==> config.mk <==
export PLATFORM = sky130hd
export DESIGN_NAME = trcs_ctrl
export DESIGN_NICKNAME = d
export VERILOG_FILES = /design/src/rtl/trcs_pkg.sv /design/src/rtl/trcs_ctrl.sv
export SDC_FILE = /design/constraint.sdc
export NUM_CORES = 1
export LEC_CHECK = 0
export BUFFER_PORTS_ARGS = -buffer_cell sky130_fd_sc_hd__buf_2
export CORE_AREA = 2 2 39 41
export DETAILED_ROUTE_END_ITERATION = 7
export DIE_AREA = 0 0 41 43
export GPL_TIMING_DRIVEN = 0
export PLACE_DENSITY = 0.76
export SETUP_SLACK_MARGIN = 0.15
export SYNTH_ARGS = -nofsm -noshare
export SYNTH_HDL_FRONTEND = slang
export SYNTH_SLANG_ARGS = --single-unit
==> constraint.sdc <==
create_clock -name clk_i -period 2.1 [get_ports clk_i]
set_input_delay 0.105 -clock clk_i [delete_from_list [all_inputs] [get_ports clk_i]]
set_output_delay 0.105 -clock clk_i [all_outputs]
set_load 0.01 [all_outputs]
==> src/rtl/trcs_pkg.sv <==
package trcs_pkg;

  localparam int unsigned TYPE_W   = 32;
  localparam int unsigned LEN_W    = 13;
  localparam int unsigned STATUS_W = 3;
  localparam int unsigned COUNT_W  = 16;
  localparam int unsigned HDR_BYTES = 8;

  // Item actions.
  localparam logic [1:0] ACT_CLEAR    = 2'd0;
  localparam logic [1:0] ACT_PUT_HDR  = 2'd1;
  localparam logic [1:0] ACT_PUT_DATA = 2'd2;
  localparam logic [1:0] ACT_GET      = 2'd3;

  // Result status codes.
  localparam logic [STATUS_W-1:0] ST_OK          = 3'd0;
  localparam logic [STATUS_W-1:0] ST_NOT_CLEARED = 3'd1;
  localparam logic [STATUS_W-1:0] ST_NOT_FOUND   = 3'd2;
  localparam logic [STATUS_W-1:0] ST_NO_SPACE    = 3'd3;
  localparam logic [STATUS_W-1:0] ST_NO_PUT      = 3'd4;

  // Store state as shown on the result.
  localparam logic signed [1:0] STATE_UNCLEARED = -2'sd1;
  localparam logic signed [1:0] STATE_CLEARED   = 2'sd1;

  typedef enum logic [3:0] {
    S_IDLE,
    S_EXEC,
    S_HDR,
    S_PAD,
    S_COMMIT,
    S_GET_CHECK,
    S_GET_READ,
    S_GET_EVAL,
    S_FINISH
  } state_e;

  typedef enum logic [3:0] {
    OP_NONE,
    OP_CLEAR,
    OP_CLOSE,
    OP_SET_STATUS,
    OP_HDR_OPEN,
    OP_HDR_BYTE,
    OP_DATA,
    OP_PAD,
    OP_COMMIT,
    OP_GET_START,
    OP_GET_READ,
    OP_GET_NEXT,
    OP_FOUND
  } dp_op_e;

  typedef struct packed {
    logic                latch;
    logic                load;
    dp_op_e              op;
    logic [STATUS_W-1:0] code;
  } dp_cmd_t;

  typedef struct packed {
    logic [1:0] action;
    logic       present;
    logic       fits;
    logic       put_open;
    logic       rem_one;
    logic       pend_odd;
    logic       len_zero;
    logic       hdr_last;
    logic       rd_done;
    logic       get_more;
    logic       type_match;
    logic       len_bad;
  } dp_stat_t;

endpackage

==> src/rtl/trcs_ctrl.sv <==
module trcs_ctrl
  import trcs_pkg::*;
(
  input  logic     clk_i,
  input  logic     rst_ni,
  input  logic     in_valid_i,
  input  logic     out_free_i,
  input  dp_stat_t stat_i,
  output dp_cmd_t  cmd_o,
  output logic     in_stall_o
);

  state_e state_q, state_d;

  always_ff @(posedge clk_i or negedge rst_ni) begin
    if (!rst_ni) begin
      state_q <= S_IDLE;
    end else begin
      state_q <= state_d;
    end
  end

  // Next state.
  always_comb begin
    state_d = state_q;
    unique case (state_q)
      S_IDLE: begin
        if (in_valid_i) state_d = S_EXEC;
      end
      S_EXEC: begin
        unique case (stat_i.action)
          ACT_CLEAR: state_d = S_FINISH;
          ACT_PUT_HDR: begin
            if (stat_i.present && stat_i.fits) state_d = S_HDR;
            else state_d = S_FINISH;
          end
          ACT_PUT_DATA: begin
            priority if (stat_i.put_open && stat_i.rem_one && stat_i.pend_odd) state_d = S_PAD;
            else if (stat_i.put_open && stat_i.rem_one) state_d = S_COMMIT;
            else state_d = S_FINISH;
          end
          ACT_GET: begin
            if (stat_i.present) state_d = S_GET_CHECK;
            else state_d = S_FINISH;
          end
          default: state_d = S_FINISH;
        endcase
      end
      S_HDR: begin
        if (stat_i.hdr_last) state_d = stat_i.len_zero ? S_COMMIT : S_FINISH;
      end
      S_PAD:       state_d = S_COMMIT;
      S_COMMIT:    state_d = S_FINISH;
      S_GET_CHECK: state_d = stat_i.get_more ? S_GET_READ : S_FINISH;
      S_GET_READ: begin
        if (stat_i.rd_done) state_d = S_GET_EVAL;
      end
      S_GET_EVAL: begin
        priority if (stat_i.type_match || stat_i.len_bad) state_d = S_FINISH;
        else state_d = S_GET_CHECK;
      end
      S_FINISH: begin
        if (out_free_i) state_d = in_valid_i ? S_EXEC : S_IDLE;
      end
      default: state_d = S_IDLE;
    endcase
  end

  // Datapath commands.
  always_comb begin
    cmd_o      = '{latch: 1'b0, load: 1'b0, op: OP_NONE, code: ST_OK};
    in_stall_o = 1'b1;
    unique case (state_q)
      S_IDLE: begin
        in_stall_o  = 1'b0;
        cmd_o.latch = in_valid_i;
      end
      S_EXEC: begin
        unique case (stat_i.action)
          ACT_CLEAR: cmd_o.op = OP_CLEAR;
          ACT_PUT_HDR: begin
            priority if (!stat_i.present) begin
              cmd_o.op   = OP_CLOSE;
              cmd_o.code = ST_NOT_CLEARED;
            end else if (!stat_i.fits) begin
              cmd_o.op   = OP_CLOSE;
              cmd_o.code = ST_NO_SPACE;
            end else begin
              cmd_o.op = OP_HDR_OPEN;
            end
          end
          ACT_PUT_DATA: begin
            if (stat_i.put_open) begin
              cmd_o.op = OP_DATA;
            end else begin
              cmd_o.op   = OP_SET_STATUS;
              cmd_o.code = ST_NO_PUT;
            end
          end
          ACT_GET: begin
            if (stat_i.present) begin
              cmd_o.op = OP_GET_START;
            end else begin
              cmd_o.op   = OP_SET_STATUS;
              cmd_o.code = ST_NOT_CLEARED;
            end
          end
          default: cmd_o.op = OP_NONE;
        endcase
      end
      S_HDR:       cmd_o.op = OP_HDR_BYTE;
      S_PAD:       cmd_o.op = OP_PAD;
      S_COMMIT:    cmd_o.op = OP_COMMIT;
      S_GET_CHECK: cmd_o.op = OP_NONE;
      S_GET_READ:  cmd_o.op = OP_GET_READ;
      S_GET_EVAL: begin
        priority if (stat_i.type_match) cmd_o.op = OP_FOUND;
        else if (stat_i.len_bad) cmd_o.op = OP_NONE;
        else cmd_o.op = OP_GET_NEXT;
      end
      S_FINISH: begin
        in_stall_o  = !out_free_i;
        cmd_o.load  = out_free_i;
        cmd_o.latch = out_free_i && in_valid_i;
      end
      default: cmd_o.op = OP_NONE;
    endcase
  end

endmodule

==> metrics, run 1 <==
leading area contributor after synthesis=dfrtp_1; top flop regs=state_q (4); largest net degree at the start of global routing=11; Area growth syn-to-layout=31.3%; Mapped Nets=96; Slew Viols, Final=0; H-tree depth=1; first-pass GRT wire length=2350 µm; Cell Area, Synth=583 µm²; core area=0.00138 mm²; GRT Total Usage=0.195; hold slack=154 ps; worst vdd ir=339 µV; Final Util=0.553; clock sink total=4; final instance area=766 µm²; worst-path fanout max=10; max reg flops=4; global route total overflow=0; final setup fails=0; DP Worst Slack=563 ps; final hold vios=0; Die ar.=0.00176 mm²; post-synthesis simple-gate area fraction=0.489; Compound-Gate Fraction of Synth Area=0.260; Via-to-Cell Ratio=5.61; TritonCTS buffer count=3; most frequent cell after synthesis=nand2_1; critical path's slowest cell=dfrtp_1; Reg with most FFs=state_q; Pwr Total=720 µW; synth unique cells=36; Cells after Synth=79; ys flop type=dfrtp_1; crit share post-route=0.811; Worst Setup End Kind=output pin; Cells after DPL=121; worst rel slew slack=0.705; worst-case clock buffer depth=2; status=finished, final reports clean; row count=14; area of the multi-input gates=437 µm²; Synth Area in XOR/XNOR=0; FF+latch area=100 µm²; DRC Markers=0; top-area cell type share of the netlist area=0.172; unrepaired setup endpoints after global routing=no; antenna violations before repair=0; CP Cell Sequence=buf_6, nor4b_4, nand4_1, nand2_1, buf_2; WP data arrival=1600 ps; Post-synth ARST share=1.00; DRT antenna net count=0; Final Wtd Congestion=0.791; top cells by count, synth=9 x nand2_1, 8 x o21ai_0, 6 x nand4_1; Yosys warnings=0; CP Launch Type=register; dpl hpwl=1230 µm; DR pass1 iterations=4; number of global-route vias before repair=592; non-filler cells, final=125; mux cell area share after synthesis=0; layout cells sized above 1=0.376; via count=701; # port buffers=26; min Tclk post-route=1700 ps; main combinational cell family by area after synthesis=simple AND/OR/NAND/NOR gates; DR WL/cell=12.3 µm; area post-placement=733 µm²; final worst slack=397 ps; power density cells=940 mW/mm²; Buf+Inv Stages, Crit Path=2; Hold Crit Class=input pin to register; skew final=8.81 ps; largest cells by area after synthesis=dfrtp_1 17%, o21ai_0 6.9%, nand4_1 6.4%; leakage power=0.369 nW; die span in x=41 µm; CTS tree=done; Ports=27; slowest stage delay, CP=370 ps; setup TNS=0 ps; CP Class=register to output pin; fmax=587 MHz; initial core utilization=0.421; max-cap violation count=0; Inserted Diodes=0; DIE HEIGHT=43 µm; Root Buffer=clkbuf_4; Synth Register Bits=4; Syn Area/Cell=7.38 µm²; Iteration-0 DRC Markers=18; Post-synth EDFFs=0; FILL cells=137; Crit path max-delay family=simple AND/OR/NAND/NOR gates; routed wire length=1540 µm; CP required=2000 ps; Synth Area in Adders=0; clock latency on the worst-skew pair=240 ps; Worst-Margin Slew=439 ps; Nets=128; clk slew on worst S/H paths=40 ps; register area share after synthesis=0.172
[cell usage in the layout (no fill, tap or decap)]
| cell type | count |
|---|---|
| nor2_1 | 3 |
| nor2b_1 | 4 |
| and2b_2 | 1 |
| a21oi_1 | 2 |
| o21ai_0 | 8 |
| nand3b_1 | 1 |
| buf_2 | 27 |
| a2bb2oi_1 | 1 |
| or4b_4 | 1 |
| inv_1 | 5 |
| nand4b_1 | 1 |
| o21ai_2 | 1 |
| a32o_1 | 1 |
| o32ai_1 | 1 |
| and2b_1 | 1 |
| a41oi_2 | 1 |
| dfrtp_1 | 4 |
| nand2b_1 | 3 |
| or2_2 | 1 |
| and3_2 | 1 |
| a221oi_1 | 1 |
| nand3_1 | 5 |
| nor3_1 | 2 |
| nor3_2 | 1 |
| nand4_1 | 6 |
| clkbuf_4 | 3 |
| a211oi_1 | 1 |
| clkbuf_1 | 1 |
| nor4b_4 | 1 |
| nand2_1 | 9 |
| buf_6 | 1 |
| buf_4 | 1 |
| o211ai_1 | 3 |
| a211o_2 | 1 |
| nor3b_1 | 2 |
| and3b_1 | 1 |
| and3_1 | 1 |
| dlygate4sd3_1 | 1 |
[report_power, final]
group          internal, mW  switching, mW  leakage, nW
clock network        0.0641         0.0339       0.0138
logic                 0.224          0.268        0.302
registers             0.101         0.0290       0.0531
total                 0.390          0.330        0.369
[final timing paths]
| kind | from | endpoint | slack (ps) | depth (start not counted) |
|---|---|---|---|---|
| min in group asynchronous | rst_ni | state_q[2] | 190 | 2 |
| hold reg to reg | state_q[3] | state_q[3] | 670 | 3 |
| max in group asynchronous | rst_ni | state_q[0] | 1780 | 2 |
| setup / recovery | state_q[3] | cmd_o[6] | 400 | 5 |
| setup reg to reg | state_q[3] | state_q[2] | 580 | 5 |
| hold / removal | stat_i[3] | state_q[2] | 150 | 3 |
[worst min-delay path, cell delays in order]
cell and delay, ps:
buf_2 100, or2_2 100, a2bb2oi_1 50
[timing repair]
action,4_1_cts,5_1_grt
resized for setup,0,0
buffers inserted,0,0
hold endpoints to repair,4,0
hold buffers,1,0
[logic make-up after synthesis]
group / after synthesis
AND/OR/NAND/NOR: 45
AO/OA/AOI/OAI: 21
buffers and inverters: 9
flip-flops: 4
[area by class of cell]
class | count | share of cell area
repair buffers | 27 | 0.183
inverters | 5 | 0.0245
plain buffers | 4 | 0.0359
multi-input cells | 66 | 0.570
flip-flops and latches | 4 | 0.131
clock buffers | 3 | 0.0294
well taps | 16 | 0.0261
[layer usage]
layer | wire, µm | track usage
met1 | 688 | 0.241
met2 | 738 | 0.316
met3 | 99 | 0.0157
met4 | 9 | 0.100
met5 | 0 | 0
Power figures use the tool's default switching activity.
==> run 2: changes to the inputs <==
--- a/config.mk
+++ b/config.mk
@@ -6,11 +6,11 @@
 export NUM_CORES = 1
 export LEC_CHECK = 0
 export BUFFER_PORTS_ARGS = -buffer_cell sky130_fd_sc_hd__buf_2
-export CORE_AREA = 2 2 39 41
+export CORE_MARGIN = 2
+export CORE_UTILIZATION = 40
 export DETAILED_ROUTE_END_ITERATION = 7
-export DIE_AREA = 0 0 41 43
 export GPL_TIMING_DRIVEN = 0
-export PLACE_DENSITY = 0.76
+export PLACE_DENSITY = 0.73
 export SETUP_SLACK_MARGIN = 0.15
 export SYNTH_ARGS = -nofsm -noshare
 export SYNTH_HDL_FRONTEND = slang
==> constraint.sdc (replaced) <==
create_clock -name clk_i -period 1.5 [get_ports clk_i]
set_input_delay 0.075 -clock clk_i [delete_from_list [all_inputs] [get_ports clk_i]]
set_output_delay 0.075 -clock clk_i [all_outputs]
set_load 0.01 [all_outputs]
==> metrics, run 2 (synthesis gave the netlist of run 1 again) <==
status=finished with violations; failing checks=setup timing; worst-case clock buffer depth=2; DP Worst Slack=-52.4 ps; final hold vios=0; initial core utilization=0.437; number of global-route vias before repair=680; Worst-Margin Slew=322 ps; worst-path fanout max=5; FILL cells=119; GRT Total Usage=0.193; Cells after DPL=120; Reg with most FFs=state_q; routed wire length=1780 µm; TritonCTS buffer count=3; Ports=27; FF+latch area=104 µm²; global route total overflow=0; min Tclk post-route=1600 ps; clk slew on worst S/H paths=40 ps; max reg flops=4; core area=0.00133 mm²; Iteration-0 DRC Markers=15; top flop regs=state_q (4); most frequent cells in the layout=26 x buf_2, 8 x buf_4, 8 x nand2_1; DRT antenna net count=0; non-filler cells, final=135; Via-to-Cell Ratio=5.61; layout cells sized above 1=0.542; Hold Crit Class=input pin to register; final worst slack=-99.2 ps; most used cell, CP=nand3_1; hold slack=149 ps; leakage power=0.437 nW; critical path's slowest cell=dfrtp_2; skew final=6.27 ps; via count=757; Root Buffer=clkbuf_4; max-cap violation count=0; CP required=1420 ps; worst rel slew slack=0.784; unrepaired setup endpoints after global routing=yes; setup TNS=-609 ps; Slew Viols, Final=0; Nets=139; Final Util=0.693; CP Cell Sequence=nor4b_4, buf_4, nand3_1, nand3_1, buf_2; Final Wtd Congestion=0.795; Worst Setup End Kind=output pin; area of the multi-input gates=488 µm²; clock sink total=4; worst vdd ir=676 µV; final instance area=925 µm²; Inserted Diodes=0; H-tree depth=1; dpl hpwl=1240 µm; largest net degree at the start of global routing=11; # port buffers=26; slowest stage delay, CP=450 ps; fmax=625 MHz; Pwr Total=1.25 mW; area post-placement=732 µm²; CTS tree=done; final setup fails=10; Die ar.=0.00178 mm²; DR WL/cell=13.2 µm; die span in x=42.2 µm; DR pass1 iterations=4; power density cells=1350 mW/mm²; CP Class=register to output pin; clock latency on the worst-skew pair=230 ps; DRC Markers=0; antenna violations before repair=0; CP Launch Type=register; first-pass GRT wire length=2750 µm; Area growth syn-to-layout=58.6%; row count=13; commonest non-fill, non-tap cell in the layout=buf_2; DIE HEIGHT=42.2 µm; WP data arrival=1520 ps; crit share post-route=1.07
## run 2: changes by cell type in the layout (fill, tap and decap cells not counted), moves of 2 or more
cell     previous run  this run
and3_4              0         2
o21ai_0             8         5
buf_6               1         6
buf_4               1         8
dfrtp_1             4         1
dfrtp_2             0         3
o21ai_1             0         2
## run 2: cell type report
class | count | share of cell area
Multi-Input combinational cell | 66 | 0.528
Timing Repair Buffer | 38 | 0.257
Sequential cell | 4 | 0.112
Buffer | 4 | 0.0379
Clock buffer | 3 | 0.0244
Inverter | 5 | 0.0203
Tap cell | 15 | 0.0203
## run 2: repair_timing
item                       in CTS  in global routing
setup endpoints to repair      14                 13
pin swaps                       9                  9
gates resized for setup        12                 13
gates cloned                    0                  1
hold endpoints to repair        4                  0
hold buffers                    1                  0
buffers inserted                5                  5
## run 2: routing by layer
metal	part of all wire	up-vias	global-route usage
met4	0	0	0.0375
li1	-	382	-
met3	0.064	0	0.0302
met2	0.47	34	0.308
met1	0.47	341	0.275
met5	0	-	0
## run 2: path summary, 6_finish.rpt
| kind | endpoint | from | slack [ps] | depth (start not counted) |
|---|---|---|---|---|
| worst max-delay path | cmd_o[5] | state_q[1] | -100 | 5 |
| worst min-delay path | state_q[2] | stat_i[3] | 150 | 3 |
| min in group asynchronous | state_q[3] | rst_ni | 180 | 2 |
| worst min register to register | state_q[3] | state_q[3] | 810 | 4 |
| max in group asynchronous | state_q[2] | rst_ni | 1180 | 2 |
| worst max register to register | state_q[0] | state_q[1] | -80 | 5 |
## run 2: power breakdown
group          switching [mW]  total [mW]  internal, mW
logic                   0.451       0.926         0.475
registers              0.0509       0.197         0.146
clock network          0.0360       0.125        0.0889
total                   0.538        1.25         0.710
## run 2: critical path, delay by kind of cell (launching register included)
family	cells	cell delay, ps
buffers and inverters	2	320
DFF	1	450
and+or+nand+nor	3	530
==> run 3: changes to the inputs <==
==> constraint.sdc (replaced) <==
create_clock -name clk_i -period 1.5 [get_ports clk_i]
set_input_delay 0.225 -clock clk_i [delete_from_list [all_inputs] [get_ports clk_i]]
set_output_delay 0.225 -clock clk_i [all_outputs]
set_load 0.01 [all_outputs]
==> metrics, run 3 (synthesis gave the netlist of run 1 again) <==
DR WL/cell=13.8 µm; Hold Crit Class=input pin to register; Area growth syn-to-layout=72.1%; Inserted Diodes=0; status=finished with violations; Iteration-0 DRC Markers=17; crit share post-route=1.16; Hold Crit Depth=3; Worst Setup End Kind=output pin; row count=13; die span in x=42.2 µm; most frequent cells in the layout=24 x buf_2, 9 x nand2_1, 8 x buf_4; leakage power=0.458 nW; clock sink total=4; H-tree depth=1; largest net degree at the start of global routing=11; WP data arrival=1520 ps; layout cells sized above 1=0.587; GRT Total Usage=0.208; Via-to-Cell Ratio=5.73; CP Class=register to output pin; first-pass GRT wire length=2880 µm; worst-case clock buffer depth=2; dpl hpwl=1240 µm; CP required=1270 ps; area post-placement=744 µm²; final setup fails=10; CP Launch Type=register; Worst R2R End=state_q[2]; DRT antenna net count=0; skew final=10.9 ps; area of the multi-input gates=533 µm²; FF+latch area=104 µm²; Reg2Reg Depth=7; max reg flops=4; Pwr Total=1.37 mW; CTS tree=done; # port buffers=26; top flop regs=state_q (4); hold wc startpoint=stat_i[3]; final hold vios=0; min Tclk post-route=1740 ps; max-cap violation count=0; global route total overflow=0; FILL cells=104; core area=0.00133 mm²; antenna violations before repair=0; via count=779; Reg with most FFs=state_q; Critical path destination=cmd_o[6]; final instance area=0.00100 mm²; power density cells=1370 mW/mm²; critical path startpoint=state_q[1]; final worst slack=-241 ps; reg-to-reg startpoint=state_q[1]; routed wire length=1870 µm; Ports=27; TritonCTS buffer count=3; Die ar.=0.00178 mm²; clock latency on the worst-skew pair=250 ps; worst vdd ir=593 µV; Reg2Reg Setup Slack=-160 ps; DIE HEIGHT=42.2 µm; commonest non-fill, non-tap cell in the layout=buf_2; fmax=574 MHz; failing checks=setup timing; DR pass1 iterations=4; initial core utilization=0.437; Root Buffer=clkbuf_4; Worst-Margin Slew=307 ps; Nets=140; DRC Markers=0; Final Wtd Congestion=0.798; worst-path fanout max=5; clk slew on worst S/H paths=40 ps; Final Util=0.752; number of global-route vias before repair=702; worst rel slew slack=0.793; unrepaired setup endpoints after global routing=yes; Slew Viols, Final=0
-- run 3: per-stage QoR --
step                setup TNS, ps  hold slack [ps]  worst slack, ps  std cells
floorplan                       0            -70.6              144         79
global placement             -310             27.2             -111        120
detailed placement           -183             32.4            -84.6        120
CTS                         -1960              251             -290        132
global route                -2660              271             -347        136
finish                      -1750              260             -241        136
-- run 3: layout make-up --
cell class	count	share of cell area
Clock buffer	3	0.0224
Multi-Input combinational cell	66	0.531
Buffer	4	0.0449
Tap cell	15	0.0187
Inverter	5	0.0187
Timing Repair Buffer	39	0.261
Sequential cell	4	0.103
-- run 3: timing repair --
item | in CTS | in global routing
resized for setup | 23 | 11
cloned | 0 | 0
buffers inserted | 8 | 4
pin swaps | 7 | 8
endpoints found under the hold margin | 4 | 0
endpoints found under the setup margin | 14 | 14
hold buffers | 1 | 0
-- run 3: report_power, final --
| part | switching, mW | internal (mW) |
|---|---|---|
| Combinational | 0.486 | 0.546 |
| Clock | 0.0521 | 0.0900 |
| Sequential | 0.0510 | 0.146 |
-- run 3: how the worst min path moves through the flow --
stage                 endpoint
finish              state_q[2]
global route        state_q[2]
CTS                 state_q[2]
detailed placement  state_q[0]
global placement    state_q[3]
floorplan           state_q[0]
-- run 3: critical path, stage by stage (launching register included) --
cell,delay [ps]
dfrtp_2,440
nor4b_4,330
buf_4,190
nand4_1,110
nand2_1,80
buf_2,120
-- run 3: metal layers --
metal | global-route usage | wire (µm)
met1 | 0.255 | 789
met5 | 0 | 0
met2 | 0.366 | 945
met4 | 0.0938 | 30
met3 | 0.0172 | 109
